[config.mk]
export PLATFORM = sky130hd
export DESIGN_NAME = keyed_stack_with_search_remove_core
export DESIGN_NICKNAME = d
export VERILOG_FILES = /design/src/rtl/ksr_pkg.sv /design/src/rtl/ksr_cell.sv /design/src/rtl/keyed_stack_with_search_remove_core.sv
export SDC_FILE = /design/constraint.sdc
export NUM_CORES = 2
export LEC_CHECK = 0
export ABC_AREA = 1
export BUFFER_PORTS_ARGS = -buffer_cell sky130_fd_sc_hd__buf_4
export CORE_MARGIN = 1
export CORE_UTILIZATION = 50
export CTS_CLUSTER_SIZE = 24
export DETAILED_ROUTE_END_ITERATION = 7
export HOLD_SLACK_MARGIN = 0.02
export PLACE_DENSITY_LB_ADDON = 0.3
export SYNTH_ARGS = -nofsm -noshare
export SYNTH_HDL_FRONTEND = slang
export SYNTH_HIERARCHICAL = 1
export SYNTH_SLANG_ARGS = --single-unit
[constraint.sdc]
create_clock -name i_clk -period 10.9 [get_ports i_clk]
set_clock_uncertainty 0.15 [all_clocks]
set_input_delay 3.27 -clock i_clk [delete_from_list [all_inputs] [get_ports i_clk]]
set_output_delay 3.27 -clock i_clk [all_outputs]
set_load 0.005 [all_outputs]
[src/rtl/ksr_pkg.sv]
`timescale 1ns / 1ps
package ksr_pkg;

    localparam int KEY_W          = 64;
    localparam int DEF_DEPTH      = 16;
    localparam int DEF_PAYLOAD_W  = 32;

    localparam logic [1:0] KIND_PUSH   = 2'd0;
    localparam logic [1:0] KIND_POP    = 2'd1;
    localparam logic [1:0] KIND_SEARCH = 2'd2;

    localparam logic [1:0] ST_OK        = 2'd0;
    localparam logic [1:0] ST_FULL      = 2'd1;
    localparam logic [1:0] ST_EMPTY     = 2'd2;
    localparam logic [1:0] ST_NOT_FOUND = 2'd3;

    typedef enum logic [1:0] {
        S_IDLE,
        S_SCAN,
        S_SHIFT,
        S_POST
    } t_state;

    // broadcast to every cell
    typedef struct packed {
        logic push;
        logic pop;
        logic scan;
        logic shift;
    } t_cmd;

endpackage

[src/rtl/ksr_cell.sv]
`timescale 1ns / 1ps
module ksr_cell #(
    parameter int PAYLOAD_WIDTH = ksr_pkg::DEF_PAYLOAD_W
) (
    input  logic                       i_clk,
    input  logic                       i_rst_n,
    input  ksr_pkg::t_cmd              i_cmd,
    input  logic [ksr_pkg::KEY_W-1:0]  i_new_key,
    input  logic [PAYLOAD_WIDTH-1:0]   i_new_payload,
    input  logic [ksr_pkg::KEY_W-1:0]  i_skey,
    input  logic                       i_tok,
    input  logic                       i_below_valid,
    input  logic                       i_above_valid,
    input  logic [ksr_pkg::KEY_W-1:0]  i_above_key,
    input  logic [PAYLOAD_WIDTH-1:0]   i_above_payload,
    output logic                       o_valid,
    output logic [ksr_pkg::KEY_W-1:0]  o_key,
    output logic [PAYLOAD_WIDTH-1:0]   o_payload,
    output logic                       o_tok,
    output logic                       o_hit,
    output logic                       o_sel,
    output logic                       o_last,
    output logic                       o_miss
);
    import ksr_pkg::*;

    logic                     r_valid;
    logic                     r_tok;
    logic [KEY_W-1:0]         r_key;
    logic [PAYLOAD_WIDTH-1:0] r_payload;
    logic                     w_hit;
    logic                     w_pull;
    logic                     w_load_new;
    logic                     w_pop_top;

    assign w_hit      = i_cmd.scan && r_tok && r_valid && (r_key == i_skey);
    assign w_pull     = w_hit || (i_cmd.shift && r_tok);
    assign w_load_new = i_cmd.push && !r_valid && i_below_valid;
    assign w_pop_top  = i_cmd.pop && r_valid && !i_above_valid;

    assign o_valid   = r_valid;
    assign o_key     = r_key;
    assign o_payload = r_payload;
    assign o_hit     = w_hit;
    assign o_sel     = w_pop_top || w_hit;
    assign o_last    = w_pull && !i_above_valid;
    assign o_miss    = i_cmd.scan && r_tok && !r_valid;
    assign o_tok     = (i_cmd.scan && r_tok && r_valid && !w_hit)
                     || (w_pull && i_above_valid);

    always_ff @(posedge i_clk) begin
        if (!i_rst_n) begin
            r_valid <= 1'b0;
            r_tok   <= 1'b0;
        end else begin
            r_tok <= i_tok;
            if (w_load_new) begin
                r_valid <= 1'b1;
            end else if (w_pop_top) begin
                r_valid <= 1'b0;
            end else if (w_pull) begin
                r_valid <= i_above_valid;
            end
        end
    end

    always_ff @(posedge i_clk) begin
        if (w_load_new) begin
            r_key     <= i_new_key;
            r_payload <= i_new_payload;
        end else if (w_pull && i_above_valid) begin
            r_key     <= i_above_key;
            r_payload <= i_above_payload;
        end
    end

endmodule

[src/rtl/keyed_stack_with_search_remove_core.sv]
`timescale 1ns / 1ps
// Push, pop and unknown operations complete from idle; their result is registered.
// Search: the token walks one cell per cycle to the match, then the records above it move
// down one cell per cycle until the top record has moved.
// A new transaction is taken once the previous one has handed its result to the output.
// Synchronous active-low reset empties the stack; stored records are not cleared.
module keyed_stack_with_search_remove_core #(
    parameter int DEPTH         = ksr_pkg::DEF_DEPTH,
    parameter int PAYLOAD_WIDTH = ksr_pkg::DEF_PAYLOAD_W,
    parameter int CW            = $clog2(DEPTH + 1)
) (
    input  logic                       i_clk,
    input  logic                       i_rst_n,
    input  logic                       i_in_valid,
    output logic                       o_in_stall,
    input  logic [1:0]                 i_kind,
    input  logic [ksr_pkg::KEY_W-1:0]  i_key,
    input  logic [PAYLOAD_WIDTH-1:0]   i_payload,
    output logic                       o_out_valid,
    input  logic                       i_out_stall,
    output logic [1:0]                 o_status,
    output logic [ksr_pkg::KEY_W-1:0]  o_out_key,
    output logic [PAYLOAD_WIDTH-1:0]   o_out_payload,
    output logic [CW-1:0]              o_count,
    output logic                       o_is_empty
);
    import ksr_pkg::*;

    t_state                   r_state, n_state;
    logic [CW-1:0]            r_count, n_count;
    logic [KEY_W-1:0]         r_skey;
    logic [1:0]               r_res_status, n_res_status;
    logic [KEY_W-1:0]         r_res_key, n_res_key;
    logic [PAYLOAD_WIDTH-1:0] r_res_payload, n_res_payload;
    logic                     w_res_load;

    logic                     r_out_valid;
    logic [1:0]               r_out_status;
    logic [KEY_W-1:0]         r_out_key;
    logic [PAYLOAD_WIDTH-1:0] r_out_payload;
    logic [CW-1:0]            r_out_count;

    logic                     w_accept;
    logic                     w_full;
    logic                     w_empty;
    logic                     w_slot_free;
    logic                     w_start;
    t_cmd                     w_cmd;

    logic [DEPTH-1:0]         w_valid;
    logic [DEPTH-1:0]         w_tok_out;
    logic [DEPTH-1:0]         w_hit;
    logic [DEPTH-1:0]         w_sel;
    logic [DEPTH-1:0]         w_last;
    logic [DEPTH-1:0]         w_miss;
    logic [KEY_W-1:0]         w_key [DEPTH];
    logic [PAYLOAD_WIDTH-1:0] w_payload [DEPTH];
    logic [KEY_W-1:0]         w_sel_key;
    logic [PAYLOAD_WIDTH-1:0] w_sel_payload;

    logic                     w_fin;
    logic [1:0]               w_fin_status;
    logic [KEY_W-1:0]         w_fin_key;
    logic [PAYLOAD_WIDTH-1:0] w_fin_payload;

    assign o_in_stall  = (r_state != S_IDLE);
    assign w_accept    = i_in_valid && !o_in_stall;
    assign w_full      = (r_count == CW'(DEPTH));
    assign w_empty     = (r_count == '0);
    assign w_slot_free = !r_out_valid || !i_out_stall;
    assign w_start     = w_accept && (i_kind == KIND_SEARCH);

    assign w_cmd.push  = w_accept && (i_kind == KIND_PUSH) && !w_full;
    assign w_cmd.pop   = w_accept && (i_kind == KIND_POP) && !w_empty;
    assign w_cmd.scan  = (r_state == S_SCAN);
    assign w_cmd.shift = (r_state == S_SHIFT);

    for (genvar g = 0; g < DEPTH; g++) begin : g_cell
        logic                     w_tok_in;
        logic                     w_below_valid;
        logic                     w_above_valid;
        logic [KEY_W-1:0]         w_above_key;
        logic [PAYLOAD_WIDTH-1:0] w_above_payload;

        if (g == 0) begin : g_bottom
            assign w_tok_in      = w_start;
            assign w_below_valid = 1'b1;
        end else begin : g_mid
            assign w_tok_in      = w_tok_out[g-1];
            assign w_below_valid = w_valid[g-1];
        end

        if (g == DEPTH - 1) begin : g_top
            assign w_above_valid   = 1'b0;
            assign w_above_key     = '0;
            assign w_above_payload = '0;
        end else begin : g_below_top
            assign w_above_valid   = w_valid[g+1];
            assign w_above_key     = w_key[g+1];
            assign w_above_payload = w_payload[g+1];
        end

        ksr_cell #(
            .PAYLOAD_WIDTH (PAYLOAD_WIDTH)
        ) u_cell (
            .i_clk           (i_clk),
            .i_rst_n         (i_rst_n),
            .i_cmd           (w_cmd),
            .i_new_key       (i_key),
            .i_new_payload   (i_payload),
            .i_skey          (r_skey),
            .i_tok           (w_tok_in),
            .i_below_valid   (w_below_valid),
            .i_above_valid   (w_above_valid),
            .i_above_key     (w_above_key),
            .i_above_payload (w_above_payload),
            .o_valid         (w_valid[g]),
            .o_key           (w_key[g]),
            .o_payload       (w_payload[g]),
            .o_tok           (w_tok_out[g]),
            .o_hit           (w_hit[g]),
            .o_sel           (w_sel[g]),
            .o_last          (w_last[g]),
            .o_miss          (w_miss[g])
        );
    end

    always_comb begin
        w_sel_key     = '0;
        w_sel_payload = '0;
        for (int i = 0; i < DEPTH; i++) begin
            w_sel_key     = w_sel_key | (w_sel[i] ? w_key[i] : '0);
            w_sel_payload = w_sel_payload | (w_sel[i] ? w_payload[i] : '0);
        end
    end

    always_comb begin
        n_state       = r_state;
        n_count       = r_count;
        w_fin         = 1'b0;
        w_fin_status  = ST_OK;
        w_fin_key     = '0;
        w_fin_payload = '0;
        w_res_load    = 1'b0;
        n_res_status  = ST_OK;
        n_res_key     = w_sel_key;
        n_res_payload = w_sel_payload;

        case (r_state)
            S_IDLE: begin
                if (w_accept) begin
                    case (i_kind)
                        KIND_PUSH: begin
                            w_fin = 1'b1;
                            if (w_full) begin
                                w_fin_status = ST_FULL;
                            end else begin
                                n_count = CW'(r_count + 1'b1);
                            end
                        end
                        KIND_POP: begin
                            w_fin = 1'b1;
                            if (w_empty) begin
                                w_fin_status = ST_EMPTY;
                            end else begin
                                n_count       = CW'(r_count - 1'b1);
                                w_fin_key     = w_sel_key;
                                w_fin_payload = w_sel_payload;
                            end
                        end
                        KIND_SEARCH: begin
                            n_state = S_SCAN;
                        end
                        default: begin
                            w_fin = 1'b1;
                        end
                    endcase
                end
            end
            S_SCAN: begin
                if (|w_hit) begin
                    n_count = CW'(r_count - 1'b1);
                    if (|w_last) begin
                        w_fin         = 1'b1;
                        w_fin_key     = w_sel_key;
                        w_fin_payload = w_sel_payload;
                    end else begin
                        w_res_load = 1'b1;
                        n_state    = S_SHIFT;
                    end
                end else if ((|w_miss) || w_tok_out[DEPTH-1]) begin
                    w_fin        = 1'b1;
                    w_fin_status = ST_NOT_FOUND;
                end
            end
            S_SHIFT: begin
                if (|w_last) begin
                    w_fin         = 1'b1;
                    w_fin_key     = r_res_key;
                    w_fin_payload = r_res_payload;
                end
            end
            S_POST: begin
                w_fin         = 1'b1;
                w_fin_status  = r_res_status;
                w_fin_key     = r_res_key;
                w_fin_payload = r_res_payload;
            end
            default: begin
                n_state = S_IDLE;
            end
        endcase

        if (w_fin) begin
            if (w_slot_free) begin
                n_state = S_IDLE;
            end else begin
                n_state       = S_POST;
                w_res_load    = 1'b1;
                n_res_status  = w_fin_status;
                n_res_key     = w_fin_key;
                n_res_payload = w_fin_payload;
            end
        end
    end

    always_ff @(posedge i_clk) begin
        if (!i_rst_n) begin
            r_state     <= S_IDLE;
            r_count     <= '0;
            r_out_valid <= 1'b0;
        end else begin
            r_state <= n_state;
            r_count <= n_count;
            if (w_fin && w_slot_free) begin
                r_out_valid <= 1'b1;
            end else if (!i_out_stall) begin
                r_out_valid <= 1'b0;
            end
        end
    end

    always_ff @(posedge i_clk) begin
        if (w_start) begin
            r_skey <= i_key;
        end
        if (w_res_load) begin
            r_res_status  <= n_res_status;
            r_res_key     <= n_res_key;
            r_res_payload <= n_res_payload;
        end
        if (w_fin && w_slot_free) begin
            r_out_status  <= w_fin_status;
            r_out_key     <= w_fin_key;
            r_out_payload <= w_fin_payload;
            r_out_count   <= n_count;
        end
    end

    assign o_out_valid   = r_out_valid;
    assign o_status      = r_out_status;
    assign o_out_key     = r_out_key;
    assign o_out_payload = r_out_payload;
    assign o_count       = r_out_count;
    assign o_is_empty    = (r_out_count == '0);

    a_tok_single: assert property (@(posedge i_clk) disable iff (!i_rst_n)
        $onehot0(w_tok_out))
        else $error("search token passed by more than one cell");

    a_tok_live: assert property (@(posedge i_clk) disable iff (!i_rst_n)
        (r_state == S_SHIFT) |-> (|w_hit == 1'b0) && ($countones(w_last) <= 1))
        else $error("shift pass lost its token");

    // while shifting, the record just moved down is still held twice
    a_fill_match: assert property (@(posedge i_clk) disable iff (!i_rst_n)
        $countones(w_valid) == int'(r_count) + ((r_state == S_SHIFT) ? 1 : 0))
        else $error("occupied cells disagree with fill count");

    a_full_count: assert property (@(posedge i_clk) disable iff (!i_rst_n)
        (r_out_valid && (r_out_status == ST_FULL)) |-> (r_out_count == CW'(DEPTH)))
        else $error("full reported below capacity");

endmodule

==> impl_metrics.yaml <==
status:
  outcome: "finished, violations left"
  violations: "max-capacitance violations, max-slew violations"
critical_path:
  worstPathRequired_ps: 11480
  reg2regPathDepth: 21
  crit_end: "r_res_key[27]$_DFFE_PP_"
  regToRegEndpoint: "r_res_key[31]$_DFFE_PP_"
  regToRegStartpoint: "r_skey[15]$_DFFE_PP_"
  critPathArrivalTime_ps: 7700
  crit_start: "i_kind[0]"
  path_max_fanout: 56
  crit_path_start_kind: "input port"
  end_kind: "flip-flop"
  worstSetupPathType: "in -> reg"
  regToRegSetupSlack_ps: 4420
placed_design:
  io_buffers: 207
  placed_cells: 14700
  hpwl_mm: 232
  dp_slack_ps: 3170
  globalplace.congestion: 0.943
die:
  core.rowCount: 170
  coreArea_um2: 215000
  start_util_pct: 50.3
  io_pins: 208
  die_w_um: 467
  dieArea_um2: 218000
  dieHeight_um: 467
route:
  drt-initial-drc-count: 11600
  firstDrtPassIters: 6
  drc_errors: 0
  routed_via_density: 5.77
  wl_per_cell_um: 24.0
  drt-total-wl_mm: 363
  drtAntennaViolNets: 0
  num_vias: 87000
sta:
  slew_violations: 20
  setup_viol: 0
  fin_ws_ps: 3780
  finalCritPeriodShare_pct: 65.3
  final.min_clock_period_ps: 7120
  tightest_slew_ps: 1520
  rsz0062_at_grt: "false"
  max_clock_freq_mhz: 140
  tns_ps: 0
  relSlewSlack_pct: -1.27
  hold_viol: 0
pwr:
  swShare_pct: 23.2
  clock_power_share_pct: 44.0
  switchingPower_mw: 3.54
  internal-power_mw: 11.8
  total_power_mw: 15.3
  peakVddDrop_mv: 0.132
  powerDensity_nw_per_um2: 129
  power.leakage_nw: 50.6
  combPwrFrac_pct: 4.2
  seqPwrFrac_pct: 51.8
synth:
  netlist_instances: 11900
  synth_top_area_cell: "edfxtp_1"
  yosys.area.top_type_share_pct: 50.1
  netlist-cell-type-count: 37
  synthTopCellsByArea: "edfxtp_1, nand2_1, mux2_2"
  ys_ff_latch: 1841
  ys_seq_area_share_pct: 50.8
  synth_area_per_cell_um2: 9.10
  syn_area_um2: 108000
  yosysWarnings: 6
run:
  max-cap-violations: 1
final_layout:
  final_cell_mix: "nand2_1, edfxtp_1, nor2_1"
  area_delta_synth_final_pct: 10.3
  nNetsFinal: 12200
  fin_cells: 15100
  fillers: 18400
  drive_above_1_share_pct: 15.3
  final_common_cell: "nand2_1"
clock_tree:
  clock_latency_ps: 890
  cts_tree: "built"
  cts-root-buf: "clkbuf_16"
  cts.sink_count: 1841
  cts_buffer_depth: 3
  cts_hold_buf: 0
  h-tree-depth: 4
  cts.clk_slew.worst_paths_ps: 60
  post-cts-setup-buffers: 0
  cts_resized: 0
  numCtsBuffers: 197
global_route:
  antenna_found_initial: 26
  overflow: 0
  grt_pass1_wl_mm: 529
  grt_use_total_pct: 32.6
  grt_pass1_vias: 82400
  grt_max_degree: 72
min_path:
  hold_class: "reg -> reg"
  min-delay-start: "o_out_valid$_SDFFE_PN0P_"
[sequential cells by signal, indices dropped and copies added (netlist names)]
| register | count |
|---|---|
| o_count | 5 |
| g_cell.u_cell/o_valid | 16 |
| o_out_valid | 1 |
| g_cell.u_cell/r_tok | 16 |
| o_out_payload | 32 |
| r_skey | 64 |
| g_cell.u_cell/o_payload | 512 |
| g_cell.u_cell/o_key | 1024 |
| r_res_key | 64 |
| o_out_key | 64 |
| o_status | 2 |
| r_res_status | 2 |
| r_res_payload | 32 |
| r_count | 5 |
| r_state | 2 |
[critical path, cell delays in order]
cell and delay, ps:
buf_4 110, inv_1 40, nor2_1 280, nand3_1 270, inv_4 600, nand2_1 240, nand2_4 640, buf_4 960
nand2_1 290, nand4_1 240, nand3b_1 220, nand2_1 90, nand3_1 160, nand2_1 70, nand2_1 90
[metrics by stage]
| step | cell area, um2 | util (%) | hold WS (ps) |
|---|---|---|---|
| finish | 119000 | 55.5 | 405 |
| global route | 119000 | 55.5 | 417 |
| CTS | 119000 | 55.5 | 405 |
| detailed placement | 113000 | 52.5 | 395 |
| global placement | 113000 | 52.5 | 391 |
| floorplan | 108000 | - | 344 |
[synth_stat cells]
library cell,instances
nand2_1,4152
edfxtp_1,1801
nor2_1,1377
inv_1,1274
mux2_2,1120
mux2_1,416
nand3_1,375
xor2_1,307
buf_2,259
nand4_1,249
a21oi_1,120
clkbuf_1,99
nor3_1,49
dfxtp_1,40
nand2_2,34
nor2_2,34
nand3_2,32
buf_1,29
inv_2,20
a22o_1,19
nor3_2,16
buf_6,8
nand3b_1,6
o21ai_0,6
and3_1,4
buf_4,4
nor2_4,3
o211ai_1,3
a31oi_1,2
conb_1,2
ha_1,2
a21boi_0,1
and2_1,1
nand3_4,1
nor3b_1,1
or2_2,1
xnor2_1,1
[power groups by stage]
stage	Combinational [mW]	Clock, mW	Sequential, mW
global placement	0.618	0	8.06
global route	0.700	7.04	7.93
finish	0.644	6.74	7.92
CTS	0.633	6.79	7.92
detailed placement	0.630	0	8.07
floorplan	0.293	0	8.01
[routing by layer]
| metal | vias to the layer above | routed length (um) | track usage [%] |
|---|---|---|---|
| li1 | 39200 | - | - |
| met1 | 41500 | 139000 | 43.8 |
| met2 | 5457 | 158000 | 49.3 |
| met3 | 855 | 49800 | 8.95 |
| met4 | 12 | 16100 | 13.7 |
| met5 | - | 295 | 0 |
[cell type report]
class,count,area [um2],share of cell area [%]
antenna,14,35.0,0.0294
clock buffer,239,5150,4.33
clock inverter,127,1150,0.966
inverter,1294,4860,4.09
multi-input combinational,8432,47100,39.6
sequential,1841,54900,46.1
tap,2838,3550,2.98
timing repair buffer,304,2330,1.96
[cell families (layout without fill, tap and decap cells)]
logic type,Yosys count,in the layout,share of synthesized area [%]
flops,1841,1841,50.8
simple gates,6335,6335,23.6
compound gates,151,151,0.777
fa+ha+maj,2,2,0.0232
mux,1536,1536,16.0
xor+xnor,308,308,2.50
buf+inv,1693,1964,6.25
other cells,2,114,0.00695
[worst min-delay path by stage]
stage	cells after the start	end	slack, ps
final	2	o_out_valid$_SDFFE_PN0P_	400
after CTS	2	o_out_valid$_SDFFE_PN0P_	410
after detailed placement	1	g_cell[11].u_cell/o_payload[2]$_DFFE_PP_	390
after floorplan	2	o_out_valid$_SDFFE_PN0P_	340
after global placement	1	g_cell[11].u_cell/o_payload[2]$_DFFE_PP_	390
after global routing	2	o_out_valid$_SDFFE_PN0P_	420
No activity file was read; power rests on OpenSTA's default activity.
